--- config.mk ---
export PLATFORM = sky130hd
export DESIGN_NAME = ps2_mouse_packet_tracker_unit
export DESIGN_NICKNAME = d
export VERILOG_FILES = /design/src/design/ps2mt_pkg.sv /design/src/design/ps2mt_axis.sv /design/src/design/ps2_mouse_packet_tracker_unit.sv
export SDC_FILE = /design/constraint.sdc
export NUM_CORES = 1
export LEC_CHECK = 0
export BUFFER_PORTS_ARGS = -buffer_cell sky130_fd_sc_hd__buf_2
export CORE_MARGIN = 2
export CORE_UTILIZATION = 55
export CTS_BUF_LIST = sky130_fd_sc_hd__clkbuf_2
export CTS_CLUSTER_DIAMETER = 50
export DETAILED_ROUTE_END_ITERATION = 8
export PLACE_DENSITY = 0.84
export SYNTH_ARGS = -nofsm -noshare
export SYNTH_HDL_FRONTEND = slang
export SYNTH_SLANG_ARGS = --single-unit
export TNS_END_PERCENT = 5
--- constraint.sdc ---
create_clock -name clk -period 12.11 [get_ports clk]
set_input_delay 1.8165 -clock clk [delete_from_list [all_inputs] [get_ports clk]]
set_output_delay 1.8165 -clock clk [all_outputs]
set_load 0.01 [all_outputs]
--- src/design/ps2mt_pkg.sv ---
// shared types, constants and codes for the ps2 mouse packet tracker
`default_nettype none
package ps2mt_pkg;

  localparam int POS_W    = 12;
  localparam int SIZE_W   = 13;
  localparam int BYTE_W   = 8;
  localparam int BTN_W    = 3;
  localparam int DELTA_W  = BYTE_W + 2;
  localparam int CALC_W   = SIZE_W + 2;
  localparam int CFG_IDX_W = 1;

  localparam int CURSOR_EXTENT = 12;
  localparam int POS_MAX       = (1 << POS_W) - 1;

  localparam logic [SIZE_W-1:0] SCREEN_WIDTH_RESET  = SIZE_W'(1024);
  localparam logic [SIZE_W-1:0] SCREEN_HEIGHT_RESET = SIZE_W'(768);

  // header bit positions
  localparam int HDR_SYNC_BIT = 3;
  localparam int HDR_XSIGN_BIT = 4;
  localparam int HDR_YSIGN_BIT = 5;
  localparam int HDR_XOVF_BIT = 6;
  localparam int HDR_YOVF_BIT = 7;

  localparam logic OP_BYTE     = 1'b0;
  localparam logic OP_RECENTER = 1'b1;

  localparam logic [CFG_IDX_W-1:0] REG_SCREEN_WIDTH  = CFG_IDX_W'(0);
  localparam logic [CFG_IDX_W-1:0] REG_SCREEN_HEIGHT = CFG_IDX_W'(1);

  typedef enum logic [1:0] {
    PH_HEADER = 2'd0,
    PH_X      = 2'd1,
    PH_Y      = 2'd2
  } phase_t;

  typedef struct packed {
    logic              packet_done;
    logic              packet_dropped;
    logic              sync_rejected;
    logic [POS_W-1:0]  cursor_x;
    logic [POS_W-1:0]  cursor_y;
    logic [BTN_W-1:0]  buttons;
  } result_t;

endpackage
`default_nettype wire

--- src/design/ps2mt_axis.sv ---
// one axis of cursor movement: add a delta and clamp to the screen
`default_nettype none
module ps2mt_axis
  import ps2mt_pkg::*;
(
  input  wire logic [POS_W-1:0]         pos,
  input  wire logic signed [DELTA_W-1:0] delta,
  input  wire logic [SIZE_W-1:0]        size,
  output logic [POS_W-1:0]              pos_new
);

  logic signed [CALC_W-1:0] sum;
  logic signed [CALC_W-1:0] lim;
  logic signed [CALC_W-1:0] low_clamped;
  logic signed [CALC_W-1:0] high_clamped;
  logic signed [CALC_W-1:0] floored;

  always_comb begin
    sum = $signed({{(CALC_W-POS_W){1'b0}}, pos}) + CALC_W'(delta);
    lim = $signed({{(CALC_W-SIZE_W){1'b0}}, size}) - CALC_W'(CURSOR_EXTENT);
    low_clamped = (sum < 0) ? '0 : sum;
    high_clamped = (low_clamped >= lim) ? (lim - CALC_W'(1)) : low_clamped;
    // small screens can push the limit below zero
    floored = (high_clamped < 0) ? '0 : high_clamped;
    if (floored > CALC_W'(POS_MAX)) begin
      pos_new = POS_W'(POS_MAX);
    end else begin
      pos_new = floored[POS_W-1:0];
    end
  end

endmodule
`default_nettype wire

--- src/design/ps2_mouse_packet_tracker_unit.sv ---
// top level: ps2 mouse packet assembly, cursor tracking and result buffering
`default_nettype none
// Takes one mouse byte or recenter request per transaction and returns exactly one
// result per transaction. An item is accepted every cycle as long as the result side
// keeps up: the packet state and cursor update in the accepting cycle and the result
// appears in the output register on the next cycle. A skid
// register behind the output register lets one more transaction in while a result is
// stalled; input ready drops only when both are full. Headers must have bit 3 set,
// otherwise the byte is flagged as a sync reject. Packets with an overflow bit are
// flagged as dropped and leave cursor and buttons unchanged. Configuration writes
// (screen width, screen height) are always ready and take effect on the next item.
module ps2_mouse_packet_tracker_unit
  import ps2mt_pkg::*;
(
  input  wire logic                  clk,
  input  wire logic                  rst,
  input  wire logic                  cfg_valid,
  output logic                       cfg_ready,
  input  wire logic [CFG_IDX_W-1:0]  cfg_index,
  input  wire logic [SIZE_W-1:0]     cfg_data,
  input  wire logic                  in_valid,
  output logic                       in_ready,
  input  wire logic                  op,
  input  wire logic [BYTE_W-1:0]     rx_byte,
  output logic                       out_valid,
  input  wire logic                  out_ready,
  output logic                       packet_done,
  output logic                       packet_dropped,
  output logic                       sync_rejected,
  output logic [POS_W-1:0]           cursor_x,
  output logic [POS_W-1:0]           cursor_y,
  output logic [BTN_W-1:0]           buttons
);

  logic [SIZE_W-1:0] screen_width;
  logic [SIZE_W-1:0] screen_height;

  phase_t            byte_phase, byte_phase_next;
  logic [BYTE_W-1:0] header_byte, header_byte_next;
  logic [BYTE_W-1:0] x_byte, x_byte_next;
  logic [POS_W-1:0]  pos_x, pos_x_next;
  logic [POS_W-1:0]  pos_y, pos_y_next;
  logic [BTN_W-1:0]  button_bits, button_bits_next;

  logic done, dropped, rejected;
  logic in_accept;

  logic signed [DELTA_W-1:0] dx;
  logic signed [DELTA_W-1:0] dy_neg;
  logic [POS_W-1:0] moved_x;
  logic [POS_W-1:0] moved_y;

  result_t result_new;
  result_t out_reg;
  result_t skid_reg;
  logic    skid_valid;

  assign cfg_ready = 1'b1;
  assign in_ready  = !skid_valid;
  assign in_accept = in_valid && in_ready;

  always_ff @(posedge clk) begin
    if (rst) begin
      screen_width  <= SCREEN_WIDTH_RESET;
      screen_height <= SCREEN_HEIGHT_RESET;
    end else if (cfg_valid && cfg_ready) begin
      case (cfg_index)
        REG_SCREEN_WIDTH:  screen_width  <= cfg_data;
        REG_SCREEN_HEIGHT: screen_height <= cfg_data;
        default: ;
      endcase
    end
  end

  // 10-bit deltas from the header sign bits, y negated since screen rows grow downward
  assign dx = $signed({header_byte[HDR_XSIGN_BIT], header_byte[HDR_XSIGN_BIT], x_byte});
  assign dy_neg = -$signed({header_byte[HDR_YSIGN_BIT], header_byte[HDR_YSIGN_BIT],
                            rx_byte});

  ps2mt_axis u_axis_x (
    .pos     (pos_x),
    .delta   (dx),
    .size    (screen_width),
    .pos_new (moved_x)
  );

  ps2mt_axis u_axis_y (
    .pos     (pos_y),
    .delta   (dy_neg),
    .size    (screen_height),
    .pos_new (moved_y)
  );

  // next state
  always_comb begin
    byte_phase_next  = byte_phase;
    header_byte_next = header_byte;
    x_byte_next      = x_byte;
    pos_x_next       = pos_x;
    pos_y_next       = pos_y;
    button_bits_next = button_bits;
    if (op == OP_RECENTER) begin
      pos_x_next = screen_width[SIZE_W-1:1];
      pos_y_next = screen_height[SIZE_W-1:1];
    end else begin
      case (byte_phase)
        PH_X: begin
          x_byte_next     = rx_byte;
          byte_phase_next = PH_Y;
        end
        PH_Y: begin
          if (!header_byte[HDR_XOVF_BIT] && !header_byte[HDR_YOVF_BIT]) begin
            button_bits_next = header_byte[BTN_W-1:0];
            pos_x_next       = moved_x;
            pos_y_next       = moved_y;
          end
          byte_phase_next = PH_HEADER;
        end
        default: begin
          if (rx_byte[HDR_SYNC_BIT]) begin
            header_byte_next = rx_byte;
            byte_phase_next  = PH_X;
          end else begin
            byte_phase_next = PH_HEADER;
          end
        end
      endcase
    end
  end

  // result flags
  always_comb begin
    done     = 1'b0;
    dropped  = 1'b0;
    rejected = 1'b0;
    if (op == OP_BYTE) begin
      case (byte_phase)
        PH_X: ;
        PH_Y: begin
          if (header_byte[HDR_XOVF_BIT] || header_byte[HDR_YOVF_BIT]) begin
            dropped = 1'b1;
          end else begin
            done = 1'b1;
          end
        end
        default: rejected = !rx_byte[HDR_SYNC_BIT];
      endcase
    end
  end

  always_comb begin
    result_new.packet_done    = done;
    result_new.packet_dropped = dropped;
    result_new.sync_rejected  = rejected;
    result_new.cursor_x       = pos_x_next;
    result_new.cursor_y       = pos_y_next;
    result_new.buttons        = button_bits_next;
  end

  always_ff @(posedge clk) begin
    if (rst) begin
      byte_phase  <= PH_HEADER;
      header_byte <= '0;
      x_byte      <= '0;
      pos_x       <= '0;
      pos_y       <= '0;
      button_bits <= '0;
    end else if (in_accept) begin
      byte_phase  <= byte_phase_next;
      header_byte <= header_byte_next;
      x_byte      <= x_byte_next;
      pos_x       <= pos_x_next;
      pos_y       <= pos_y_next;
      button_bits <= button_bits_next;
    end
  end

  // output register with one skid entry behind it
  always_ff @(posedge clk) begin
    if (rst) begin
      out_valid  <= 1'b0;
      skid_valid <= 1'b0;
    end else if (!out_valid || out_ready) begin
      if (skid_valid) begin
        out_valid  <= 1'b1;
        skid_valid <= 1'b0;
      end else begin
        out_valid <= in_accept;
      end
    end else if (in_accept) begin
      skid_valid <= 1'b1;
    end
  end

  always_ff @(posedge clk) begin
    if (!out_valid || out_ready) begin
      if (skid_valid) begin
        out_reg <= skid_reg;
      end else if (in_accept) begin
        out_reg <= result_new;
      end
    end else if (in_accept) begin
      skid_reg <= result_new;
    end
  end

  assign packet_done    = out_reg.packet_done;
  assign packet_dropped = out_reg.packet_dropped;
  assign sync_rejected  = out_reg.sync_rejected;
  assign cursor_x       = out_reg.cursor_x;
  assign cursor_y       = out_reg.cursor_y;
  assign buttons        = out_reg.buttons;

endmodule
`default_nettype wire

Word level (Yosys, flattened, before mapping)
Index checks and enable logic that the tools add are counted.
- register bits after elaboration: 133
- latch bits: 0
- memory bits (writable): 0
- memory bits (read-only): 0
- input bits: 28
- output and inout port bits: 33
- logic and storage cells: 92
- memories: 0
- add/subtract/negate cells: 7
- multipliers: 0
- divide/modulo/power cells: 0
- magnitude comparators: 8
- eq/ne operators: 2
- shift operators: 0
- mux-type cells: 30
- bitwise gates (word level): 4
- reductions and logical operators: 19
- operators by type and width (operator ; count):
    12-bit 2-to-1 mux ; 8
    15-bit 2-to-1 mux ; 6
    30-bit 2-to-1 mux ; 2
    15-bit greater-or-equal comparator ; 2
    15-bit by 13-bit > comparator with 1-bit output, second input constant ; 2
    15-bit by 1-bit less-than comparator with 1-bit output, second input constant ; 2
    15-bit by 2-bit subtractor with 15-bit output, second input constant ; 2
    14-bit by 1-bit less-than comparator with 1-bit output, second input constant ; 2
    13-bit by 4-bit subtractor with 14-bit output, second input constant ; 2
    13-bit by 10-bit adder with 14-bit output ; 1
    13-bit by 9-bit adder with 14-bit output ; 1
    1-bit 2-to-1 mux ; 10
    9-bit negator with 10-bit output ; 1
    2-bit AND reduction ; 5
    3-bit 2-to-1 mux ; 3
    1-bit zero test ; 5
    1-bit inverter ; 4
    2-bit case mux with 2 select lines ; 1
    4-bit AND reduction ; 1
    2-bit OR reduction ; 2
    3-bit AND reduction ; 1
    2-bit by 1-bit == test with 1-bit output, second input constant ; 1
    2-bit == test, second input constant ; 1
    1-bit logical AND ; 2
    2 further kinds ; 3

Depth between registers and ports, before layout
Gate-level depths: netlist of run 1.
- depth after elaboration: 15
- depth in mapped cells: 21
- mapped depth without buffers: 20

Cells and area by module
Synthesis of run 1 repeated with hierarchy kept, for this count alone.
- cell total of the unflattened synthesis: 1123
- area total of the unflattened synthesis: 9918.3 um^2
- modules (own cells, without submodules) (module ; times used ; cells each ; area each (um^2) ; sequential area each (um^2)):
    ps2_mouse_packet_tracker_unit ; 1 ; 653 ; 6472.5 ; 3243.1
    ps2mt_axis ; 2 ; 235 ; 1722.9 ; 0.0

Worst setup path after synthesis of run 1
OpenSTA, ideal clock, no wires.
- kind: input-to-reg
- start: in rx_byte[1]
- end: reg out_reg, in the netlist cursor_y[10], data pin
- library setup time: 265 ps
- arrival: 5411 ps
- data required time: 11845 ps
- path slack: 6434 ps
- cell stages on the path: 19
- path buffers: 1
- cells stage by stage: inv_1 ha_1 nor2b_1 o31a_1 a21oi_1 a21oi_1 xnor2_1 nor3b_1 ha_1 a211oi_1 o21ai_0 o21ai_0 a21oi_1 or2_2 and2_1 buf_2 a22oi_1 nor3b_1 o31ai_1
- word-level cells in the longest chain between the ends: 15
- RTL lines (element ; RTL line ; source):
    start, declared ; ps2_mouse_packet_tracker_unit.sv:24 ; input wire logic [BYTE_W-1:0] rx_byte,
    9-bit negator with 10-bit output * ; ps2_mouse_packet_tracker_unit.sv:77 ; assign dy_neg = -$signed({header_byte[HDR_YSIGN_BIT], header_byte[HDR_YSIGN_BIT],
    13-bit by 10-bit adder with 14-bit output * ; ps2mt_axis.sv:19 ; sum = $signed({{(CALC_W-POS_W){1'b0}}, pos}) + CALC_W'(delta);
    14-bit by 1-bit less-than comparator with 1-bit output ; ps2mt_axis.sv:21 ; low_clamped = (sum < 0) ? '0 : sum;
    15-bit 2-to-1 mux * ; ps2mt_axis.sv:21 ;
    15-bit greater-or-equal comparator ; ps2mt_axis.sv:22 ; high_clamped = (low_clamped >= lim) ? (lim - CALC_W'(1)) : low_clamped;
    15-bit 2-to-1 mux * ; ps2mt_axis.sv:22 ;
    15-bit by 1-bit less-than comparator with 1-bit output ; ps2mt_axis.sv:24 ; floored = (high_clamped < 0) ? '0 : high_clamped;
    15-bit 2-to-1 mux * ; ps2mt_axis.sv:24 ;
    15-bit by 13-bit > comparator with 1-bit output ; ps2mt_axis.sv:25 ; if (floored > CALC_W'(POS_MAX)) begin
    12-bit 2-to-1 mux * ; ps2mt_axis.sv:25 ;
    12-bit 2-to-1 mux * ; ps2_mouse_packet_tracker_unit.sv:112 ; if (!header_byte[HDR_XOVF_BIT] && !header_byte[HDR_YOVF_BIT]) begin
    12-bit 2-to-1 mux * ; ps2_mouse_packet_tracker_unit.sv:106 ; case (byte_phase)
    12-bit 2-to-1 mux * ; ps2_mouse_packet_tracker_unit.sv:102 ; if (op == OP_RECENTER) begin
    30-bit 2-to-1 mux * ; ps2_mouse_packet_tracker_unit.sv:199 ; end else if (in_accept) begin
    30-bit 2-to-1 mux * ; ps2_mouse_packet_tracker_unit.sv:197 ; if (skid_valid) begin
    end signal, assigned ; ps2_mouse_packet_tracker_unit.sv:198 ; out_reg <= skid_reg;
    end signal, assigned ; ps2_mouse_packet_tracker_unit.sv:200 ; out_reg <= result_new;
    end, declared ; ps2_mouse_packet_tracker_unit.sv:54 ; result_t out_reg;
Mark *: on every way between the ends. The rest lies on a longest branch, timed or not. The select of a mux whose other input is x is not followed.
A chain may end at the register's enable or synchronous reset.

Worst setup path in the final report of run 1
- start: in rx_byte[7]
- end: reg out_reg, in the netlist cursor_y[3], data pin
The elaborated chain is that of the path after synthesis.

==> impl_results.md, run 1 <==
* Run status: finished, final reports clean
* Via count at a little over 8k
* Register area share after synthesis at roughly 36%
* ANT nets after route at 0
* Critical path class: input pin to flip-flop
* Critical path launch point type: input pin
* Largest net degree at the start of global routing at 76
* Number of flops mapped to enable cells by yosys at 60
* Synth Warn # at 0
* Setup tns final at 0 ns
* Worst-case clock buffer depth at 2
* First-pass GRT wire length at 38110 µm
* Worst path required time at between 10 and 15 ns
* Comb power frac at 28.3%
* Dpl cell area at between 0.009 and 0.01 mm²
* Syn nets at 1175
* Num ports at just over 60
* Num CTS Buffers at 17
* R2R cell count at 16
* Pint at between 700 and 800 µW
* Final Max Slew Viols at 0
* Placed insts at ~1.3k
* Fin cells at 1342
* Row count at 46
* Syn Area/Cell at 8.320 µm²
* Gr ovfl total at 0
* H-tree levels at 4
* M1 wire length at roughly 11000 µm
* CP max stage delay at ~0.68 ns
* Routed wire length at 24040 µm
* Most common library cell in the layout ignoring fill and taps: nand2_1
* Total Power at between 1 and 1.5 mW
* LEAKAGE at roughly 3.8 nW
* Drt pass-1 iters at 6
* Total Routing Usage GR at 27.21%
* Share of flip-flops with an asynchronous set or reset at 0%
* Clock latency on the worst-skew pair at about 0.73 ns
* Hold_buf cts at 0
* Critical path endpoint category: flip-flop
* Top_reg_cell synth: dfxtp_1
* Final setup violation count at 0
* Final #Nets at about 1.2k
* Worst EP arrival at 6.55 ns
* Min Clock Period, post-route at approximately 6.0 ns
* Post-Synthesis Cells at approximately 1.1k
* Metal2 WL at between 10000 and 15000 µm
* Vias per std cell at ~6
* Netlist cell types at 77
* WL per Instance at between 15 and 20 µm
* Core box area at ~0.016 mm²
* Clock sink count at 132
* Clock skew at about 0.035 ns
* Iter 0 DRT Violations at 998
* RSZ-0062 raised after global routing: false
* DRC viols at 0
* Slew HR at about a fifth
* Slew @ Worst Pin at between 1 and 1.5 ns
* Area delta synth->final at 6.987%
* Number of global-route vias before repair at approximately 7k
* Placer congestion estimate at between 0.9 and 1
* Final Cell Area at a little under 0.01 mm²
* Mapped cell area at 0.009044 mm²
* Root Buffer: clkbuf_2
* Max frequency at about 0.17 GHz
* Initial core utilization at ~57%
* Die area at about 0.017 mm²
* Clock-pin slew on the worst setup and hold paths at 0.19 ns
* Highest-count cells in the layout ignoring fill and taps: nand2_1 (144), nor2_1 (133), a21oi_1 (99), dfxtp_1 (72), edfxtp_1 (60)
* Levels on crit path at 18
* Initial antenna violation count at 3
* Switching pwr at about 390 µW
* Final setup margin at slightly above 6 ns
* Fin crit share at between 40 and 50%
* Number of port buffers at 59
* Sw Ratio at a little over a third
* Flip-flop and latch count after synthesis at 132
* Layout cells sized above 1 at roughly 13%
* Post-CTS Setup Repair Bufs at 0
* Final hold viol count at 0
* Area leader, netlist: edfxtp_1
* CTS tree: yes
* HPWL after DPL at between 15000 and 20000 µm
* Hold path cells at 2
* Max layer used: met5
* Clock power frac at 25.7%
* # resized after CTS at 0
* Place WS at approximately 5.6 ns
* Worst path slowest cell: nor2_1
* Synth area leaders: edfxtp_1 (20%), dfxtp_1 (16%), ha_1 (8.0%), nand2_1 (6.0%), nor2_1 (5.6%)
* Pwr/cell area at between 100 and 150 mW/mm²
* WP buf/inv at 2
* Area share of the largest cell type after synthesis at about a fifth
* Sequential Power Share at ~46%
* Max VDD drop at around 0.063 mV
* Max reg flops at 30
* HP Class: flip-flop to flip-flop
* CP cell instances: buf_2 -> inv_1 -> ha_1 -> nand2_1 -> o21ai_0 -> nor3b_1 -> a21oi_1 -> xnor2_1 -> nor3b_1 -> ha_1 -> a211oi_1 -> o21ai_0 -> o21ai_0 -> a21oi_1 -> nor2_1 -> a22o_1 -> nor3_1 -> o31ai_1
* Crit path max-delay family: compound AO/OA/AOI/OAI gates
* Die span in x at ~130 µm
* MaxCap Viol Count at 0
* Top cell by count, worst path: o21ai_0
* Critical path fanouts, max at 12
* Met3 WL at ~2400 µm
* Vertical die dimension at 132.2 µm
==> routing by layer <==
| layer | vias up | GRT usage, % |
|---|---|---|
| li1 | 3961 | - |
| met1 | 3858 | 39.78 |
| met2 | 407 | 40.65 |
| met3 | 47 | 6.382 |
| met4 | 2 | 6.870 |
| met5 | - | 0 |
==> final timing paths <==
check                    to           start  slack (ns)
max             cursor_y[3]      rx_byte[7]        6.07
min          header_byte[6]  header_byte[6]        0.48
max reg2reg     cursor_x[9]  header_byte[4]        6.21
min reg2reg  header_byte[6]  header_byte[6]        0.48
==> power groups by stage <==
| stage | logic, mW | registers [mW] | clock network, mW |
|---|---|---|---|
| 4_1_cts | 0.308 | 0.514 | 0.290 |
| 6_report | 0.317 | 0.516 | 0.287 |
| 5_1_grt | 0.345 | 0.518 | 0.308 |
| 3_5_place_dp | 0.306 | 0.524 | 0 |
| 3_3_place_gp | 0.301 | 0.523 | 0 |
| 2_1_floorplan | 0.232 | 0.516 | 0 |
==> logic make-up after synthesis <==
| logic type | after synthesis | synth area share (%) |
|---|---|---|
| flops | 132 | 35.86 |
| xor+xnor | 54 | 5.230 |
| compound gates | 272 | 20.32 |
| buf+inv | 105 | 4.649 |
| simple gates | 444 | 23.12 |
| mux | 19 | 2.310 |
| other cells | 1 | 0.04147 |
| fa+ha+maj | 60 | 8.467 |
==> area by class of cell <==
type                            instances  area (µm²)
Antenna cell                            2       5.005
Clock buffer                           19       95.09
Clock inverter                         13       158.9
Fill cell                            1405        6325
Inverter                               42       157.7
Multi-Input combinational cell        850        5383
Sequential cell                       132        3243
Tap cell                              216       270.3
Timing Repair Buffer                   68       362.8
==> worst reg2reg max path, cell delays in order (launching register included) <==
cell	delay, ns
dfxtp_1	0.62
ha_1	0.29
nand4_1	0.16
nor4b_1	0.38
a221oi_2	0.14
xnor2_1	0.93
nor2_1	0.23
ha_1	0.40
nand2_1	0.07
a31oi_1	0.08
o31ai_1	0.33
a32oi_1	0.24
nor2_1	0.55
nor2_2	0.21
a21oi_1	0.17
nor4b_1	0.71
o31ai_1	0.17
==> synth_stat cells, types with 16 or more instances <==
| library cell | instances |
|---|---|
| nor2_1 | 134 |
| ha_1 | 58 |
| a21oi_1 | 99 |
| xnor2_1 | 38 |
| inv_1 | 42 |
| edfxtp_1 | 60 |
| clkbuf_1 | 41 |
| nor2b_1 | 18 |
| nor3_1 | 43 |
| o21ai_0 | 35 |
| nand2_1 | 144 |
| xor2_1 | 16 |
| dfxtp_1 | 72 |
| o31ai_1 | 28 |
==> metrics by stage <==
step,hold slack [ns],utilization (%)
global route,0.4920,60.47
global placement,0.4431,58.85
floorplan,0.4329,-
detailed placement,0.4509,58.85
finish,0.4777,60.47
CTS,0.4731,60.44
(Power assumes the default switching activity.)
==> run 2, diff against run 1 <==
==> constraint.sdc (replaced) <==
create_clock -name clk -period 5.6 [get_ports clk]
set_input_delay 0.84 -clock clk [delete_from_list [all_inputs] [get_ports clk]]
set_output_delay 0.84 -clock clk [all_outputs]
set_load 0.01 [all_outputs]
==> run 2 against run 1 <==
  * Count of clock-buffer cells in the layout decreased by 2
  * Power rose by 130%
  * Clock skew increased by 0.0026 ns
  * Register-to-register slack got worse by 5.7 ns
  * Clock power rose to 2.6 times the previous value
  * Non-clock buffer count is 4 higher
  * Sequential power rose by 120%
  * Critical path type is now flip-flop to flip-flop
  * Critical endpoint is now cursor_x[9]
  * Largest cell class unchanged
==> impl_results.md, run 2 (synthesized netlist as in run 1, its figures left out) <==
* Run status: finished, final reports clean (unchanged)
* Fin cells at 1345 (was 1342)
* Number of global-route vias before repair at 7459 (was 7181)
* Core box area at 0.01600 mm² (unchanged)
* Highest-count cells in the layout ignoring fill and taps: nand2_1 (144), nor2_1 (133), a21oi_1 (99), dfxtp_1 (72), edfxtp_1 (60) (unchanged)
* Routed wire length at 24270 µm (was 24040 µm)
* Final Max Slew Viols at 0 (unchanged)
* Drt pass-1 iters at 7 (was 6)
* Worst hold start: rx_byte[3] (was header_byte[6])
* Num ports at 61 (unchanged)
* Switching pwr at 877.5 µW (was 393.7 µW)
* Worst path required time at 6.14 ns (was 12.62 ns)
* Number of port buffers at 59 (unchanged)
* Critical path fanouts, max at 12 (unchanged)
* Clock latency on the worst-skew pair at 0.75 ns (was 0.73 ns)
* Pint at 1.678 mW (was 726.1 µW)
* MaxCap Viol Count at 0 (unchanged)
* Fin crit share at between 90% and 100%
* Max frequency at around 0.20 GHz
* LEAKAGE at 3.851 nW (was 3.806 nW)
* Hold_buf cts at 0 (unchanged)
* Setup tns final at 0 ns (unchanged)
* CTS tree: yes (unchanged)
* Final setup violation count at 0 (unchanged)
* Max VDD drop at 0.1303 mV (was 0.06333 mV)
* Layout cells sized above 1 at 13.39% (was 12.99%)
* DRC viols at 0 (unchanged)
* Critical path endpoint category: flip-flop (unchanged)
* Critical path class: flip-flop to flip-flop (was input pin to flip-flop)
* Iter 0 DRT Violations at 790 (was 998)
* Row count at 46 (unchanged)
* Clock skew at 0.03770 ns (was 0.03510 ns)
* Worst-case clock buffer depth at 2 (unchanged)
* WL per Instance at 18.05 µm (was 17.92 µm)
* Via count at 8258 (was 8275)
* Final setup margin at 0.4815 ns (was 6.068 ns)
* Critical path launch point type: flip-flop (was input pin)
* Final #Nets at 1203 (was 1199)
* Placed insts at 1312 (was 1308)
* Sw Ratio at 34.34% (was 35.16%)
* Gr ovfl total at 0 (unchanged)
* Vias per std cell at 6.140 (was 6.166)
* Initial antenna violation count at 1 (was 3)
* Most common library cell in the layout ignoring fill and taps: nand2_1 (unchanged)
* Max reg flops at 30 (unchanged)
* Comb power frac at 27.0% (was 28.3%)
* Worst EP arrival at 5.66 ns (was 6.55 ns)
* # resized after CTS at 0 (unchanged)
* Worst setup startpoint: pos_x[6] (was rx_byte[7])
* Clock sink count at 132 (unchanged)
* ANT nets after route at 0 (unchanged)
* First-pass GRT wire length at 38450 µm (was 38110 µm)
* Final hold viol count at 0 (unchanged)
* Num CTS Buffers at 17 (unchanged)
* Min Clock Period, post-route at 5.119 ns
* Slew @ Worst Pin at 1.034 ns (was 1.176 ns)
* Place WS at 0.1575 ns (was 5.559 ns)
* Initial core utilization at 56.52% (unchanged)
* RSZ-0062 raised after global routing: false (unchanged)
* Pwr/cell area at 260.9 mW/mm² (was 115.7 mW/mm²)
* Total Routing Usage GR at 27.46% (was 27.21%)
* Largest net degree at the start of global routing at 76 (unchanged)
* Root Buffer: clkbuf_2 (unchanged)
* Clock power frac at 29.4% (was 25.7%)
* Die span in x at 132.2 µm (unchanged)
* Slew HR at 30.78% (was 21.05%)
* Worst R2R Start: pos_x[6] (was header_byte[4])
* Area delta synth->final at 8.273% (was 6.987%)
* Clock-pin slew on the worst setup and hold paths at 0.24 ns (was 0.19 ns)
* Die area at 0.01748 mm² (unchanged)
* HP Class: input pin to flip-flop (was flip-flop to flip-flop)
* Placer congestion estimate at 1.033 (was 0.9990)
* Vertical die dimension at 132.2 µm (unchanged)
* Post-CTS Setup Repair Bufs at 0 (unchanged)
* Sequential Power Share at 43.6% (was 46.0%)
* H-tree levels at 4 (unchanged)
* HPWL after DPL at 18070 µm (was 17890 µm)
==> run 2: power by group through the flow <==
stage                     registers (mW)  logic [mW]  clock network [mW]
after detailed placement            1.13       0.667                   0
after global routing                1.12       0.759               0.795
after floorplan                     1.12       0.502                   0
after CTS                           1.11       0.672               0.757
after global placement              1.13       0.654                   0
final                               1.12       0.689               0.751
==> run 2: per-layer routing <==
metal | vias to the layer above | part of all wire, % | track usage (%)
li1 | 3954 | - | -
met1 | 3835 | 44 | 38.85
met2 | 401 | 44 | 41.90
met3 | 68 | 9.7 | 5.498
met4 | 0 | 2.8 | 9.677
met5 | - | 0 | 0
==> run 2: through the flow <==
stage          total power [mW]  util (%)  cell area, µm²  hold slack, ns
4_1_cts                   2.542     61.15            9784          0.2897
3_5_place_dp              1.801     59.12            9459          0.4445
5_1_grt                   2.674     61.20            9792          0.2994
3_3_place_gp              1.786     59.12            9459          0.4437
2_1_floorplan             1.617         -            9044          0.4329
6_report                  2.555     61.20            9792          0.3263
==> run 2: path summary, 6_finish.rpt <==
| check | to | slack, ns | depth (start not counted) |
|---|---|---|---|
| hold reg to reg | header_byte[2] | 0.47 | 2 |
| setup / recovery | cursor_x[9] | 0.48 | 19 |
| setup reg to reg | cursor_x[9] | 0.48 | 19 |
| hold / removal | x_byte[3] | 0.33 | 3 |
==> run 2: critical path, cell delays in order (launching register included) <==
cell      delay [ns]
dfxtp_1         0.39
ha_1            0.39
a211o_1         0.32
a21oi_1         0.19
o21ai_1         0.13
a221oi_2        0.38
xnor2_1         0.25
buf_4           0.25
nor2_1          0.10
ha_1            0.30
nand4_1         0.14
nor3_1          0.22
o31ai_1         0.12
a32oi_1         0.37
nor2_1          0.23
nor2_2          0.37
a21oi_1         0.12
nor4b_1         0.17
buf_4           0.20
o31ai_1         0.31
==> run 2: final cells by class <==
class | count | area [µm²]
repair buffers | 72 | 405.4
fillers | 1496 | 6208
diodes | 1 | 2.502
multi-input cells | 850 | 5388
flip-flops and latches | 132 | 3243
inverters | 42 | 157.7
clock buffers | 17 | 85.08
clock inverters | 15 | 240.2
well taps | 216 | 270.3
==> run 3, diff against run 2 <==
==> constraint.sdc (replaced) <==
create_clock -name clk -period 5.6 [get_ports clk]
set_input_delay 0.28 -clock clk [delete_from_list [all_inputs] [get_ports clk]]
set_output_delay 0.28 -clock clk [all_outputs]
set_load 0.01 [all_outputs]
==> run 3 against run 2 <==
  * Sequential power barely moved
  * Critical path depth shrank 1
  * Via count grew 0.16%
  * Setup slack better by 0.015 ns
  * Core utilization up 0.86 points
  * Cell count rose by 1.8%
  * Clock skew grew 0.014 ns
  * Clock power shrank 23%
  * Register-to-register slack improved by 0.02 ns
  * Count of clock-buffer cells in the layout grew 2
==> impl_results.md, run 3 (synthesized netlist as in run 1, its figures left out) <==
* Run status: finished, final reports clean (unchanged)
* Placer congestion estimate at 0.9726 (was 1.033)
* Dpl cell area at 0.009417 mm² (was 0.009459 mm²)
* Slew HR at 30.42% (was 30.78%)
* R2R cell count at 18 (was 19)
* HP Class: input pin to flip-flop (unchanged)
* Final hold viol count at 0 (unchanged)
* Initial core utilization at 56.52% (unchanged)
* ANT nets after route at 0 (unchanged)
* WL per Instance at 17.45 µm (was 18.05 µm)
* Worst hold slack at 0.1303 ns (was 0.3263 ns)
* Via count at 8271 (was 8258)
* RSZ-0062 raised after global routing: false (unchanged)
* Max VDD drop at 0.1515 mV (was 0.1303 mV)
* Max reg flops at 30 (unchanged)
* Slew @ Worst Pin at 1.042 ns (was 1.034 ns)
* Area delta synth->final at 9.795% (was 8.273%)
* Clock sink count at 132 (unchanged)
* Max frequency at 0.1960 GHz (was 0.1954 GHz)
* Worst-case clock buffer depth at 2 (unchanged)
* Min Clock Period, post-route at 5.103 ns (was 5.119 ns)
* Clock-pin slew on the worst setup and hold paths at 0.24 ns (about the same)
* Die area at 0.01748 mm² (unchanged)
* Critical path fanouts, max at 9 (was 12)
* Iter 0 DRT Violations at 917 (was 790)
* Clock skew at 0.05206 ns (was 0.03770 ns)
* Pint at 1.533 mW (was 1.678 mW)
* Number of global-route vias before repair at 7477 (was 7459)
* Most common library cell in the layout ignoring fill and taps: nand2_1 (unchanged)
* Worst path required time at 6.14 ns (about the same)
* HPWL after DPL at 17560 µm (was 18070 µm)
* Num ports at 61 (unchanged)
* Critical path launch point type: flip-flop (unchanged)
* Die span in x at 132.2 µm (unchanged)
* CP cell instances: inv_1 -> ha_1 -> nand2_1 -> o21ai_0 -> nor3b_1 -> a21oi_1 -> xnor2_1 -> nor3_1 -> ha_1 -> nand4_1 -> o31ai_1 -> o22ai_1 -> a21oi_1 -> or2_2 -> and2_1 -> a22o_1 -> nor3_1 -> o31ai_1 (was ha_1 -> a211o_1 -> a21oi_1 -> o21ai_1 -> a221oi_2 -> xnor2_1 -> buf_4 -> nor2_1 -> ha_1 -> nand4_1 -> nor3_1 -> o31ai_1 -> a32oi_1 -> nor2_1 -> nor2_2 -> a21oi_1 -> nor4b_1 -> buf_4 -> o31ai_1)
* Root Buffer: clkbuf_2 (unchanged)
* Vias per std cell at 6.042 (was 6.140)
* Total Power at 2.377 mW (was 2.555 mW)
* Final #Nets at 1226 (was 1203)
* Fin cells at 1369 (was 1345)
* Comb power frac at 29.0% (was 27.0%)
* Multi-input gate area at 0.005390 mm² (was 0.005388 mm²)
* Sw Ratio at 35.51% (was 34.34%)
* Setup tns final at 0 ns (unchanged)
* Clock power frac at 24.2% (was 29.4%)
* Row count at 46 (unchanged)
* Seq. cell area at 0.003243 mm² (unchanged)
* Fin crit share at 91.13% (was 91.40%)
* CP max stage delay at 0.61 ns (was 0.39 ns)
* Critical path endpoint category: flip-flop (unchanged)
* Gr ovfl total at 0 (unchanged)
* Placed insts at 1308 (was 1312)
* Worst EP arrival at 5.64 ns (was 5.66 ns)
* Final Max Slew Viols at 0 (unchanged)
* Final setup violation count at 0 (unchanged)
* First-pass GRT wire length at 38010 µm (was 38450 µm)
* H-tree levels at 4 (unchanged)
* Num CTS Buffers at 17 (unchanged)
* Sequential Power Share at 46.8% (was 43.6%)
* Total Routing Usage GR at 27.03% (was 27.46%)
* Number of port buffers at 59 (unchanged)
* Largest net degree at the start of global routing at 76 (unchanged)
* Hold path cells at 4 (was 3)
* Layout cells sized above 1 at 12.68% (was 13.39%)
* LEAKAGE at 3.893 nW (was 3.851 nW)
* Initial antenna violation count at 1 (unchanged)
* Drt pass-1 iters at 8 (was 7)
* Worst path slowest cell: xnor2_1 (was dfxtp_1)
* Pwr/cell area at 239.3 mW/mm² (was 260.9 mW/mm²)
* Core box area at 0.01600 mm² (unchanged)
* Clock latency on the worst-skew pair at 0.74 ns (was 0.75 ns)
* Routed wire length at 23890 µm (was 24270 µm)
* Final Cell Area at 0.009930 mm² (was 0.009792 mm²)
* Vertical die dimension at 132.2 µm (unchanged)
* Filler instances at 1429 (was 1496)
* Switching pwr at 843.9 µW (was 877.5 µW)
* Critical path class: flip-flop to flip-flop (unchanged)
* Highest-count cells in the layout ignoring fill and taps: nand2_1 (144), nor2_1 (133), a21oi_1 (99), dfxtp_1 (72), edfxtp_1 (60) (unchanged)
* MaxCap Viol Count at 0 (unchanged)
* CTS tree: yes (unchanged)
* DRC viols at 0 (unchanged)
[run 3: changes by cell type in the layout (fill, tap and decap cells not counted), sizes merged, moves of 3 or more]
| cell | before | now |
|---|---|---|
| buf | 72 | 68 |
| bufinv | 5 | 2 |
| clkinv | 1 | 6 |
| dlygate4sd3 | 0 | 27 |
| inv | 49 | 43 |
[run 3: worst max-delay path: cells and delay by family, from the launching register on]
kind	cells	cell delay, ns
AO/OA/AOI/OAI	7	1.67
XOR/XNOR	1	0.61
adder cells (fa/ha/maj)	2	0.75
buffers and inverters	1	0.18
flip-flops	1	0.45
AND/OR/NAND/NOR	7	1.29
[run 3: power by group through the flow]
stage	clock [mW]	combinational, mW	sequential [mW]
after floorplan	0	0.502	1.12
after global placement	0	0.647	1.13
after detailed placement	0	0.653	1.13
after CTS	0.578	0.671	1.11
after global routing	0.614	0.755	1.12
final	0.575	0.689	1.11
[run 3: timing repair]
action,4_1_cts,5_1_grt
buffers inserted,0,0
endpoints found under the hold margin,44,0
endpoints found under the setup margin,0,10
hold buffers,27,0
gates resized for setup,0,1
[run 3: through the flow]
step	util (%)	setup WS, ns
global placement	58.85	0.6390
CTS	61.98	0.3799
finish	62.06	0.4967
floorplan	-	1.050
detailed placement	58.85	0.4860
global route	62.06	0.02366
[run 3: area by class of cell]
cell class / count / area share (%)
antenna: 2 / 0.05040
tap: 216 / 2.722
clock buffer: 19 / 0.9577
clock inverter: 13 / 1.361
inverter: 42 / 1.588
timing repair buffer: 95 / 6.376
multi-input combinational: 850 / 54.28
sequential: 132 / 32.66
[run 3: per-layer routing]
metal	track usage (%)	part of all wire (%)	vias to the layer above
li1	-	-	4005
met4	9.140	1.9	0
met2	40.28	43	380
met5	0	0	-
met1	39.42	46	3852
met3	5.113	9.4	34
[run 3: worst paths after layout]
kind,startpoint,slack (ns),to
setup / recovery,header_byte[5],0.50,cursor_y[3]
hold / removal,cfg_valid,0.13,screen_width[9]
setup reg to reg,header_byte[5],0.50,cursor_y[3]
hold reg to reg,header_byte[7],0.47,header_byte[7]
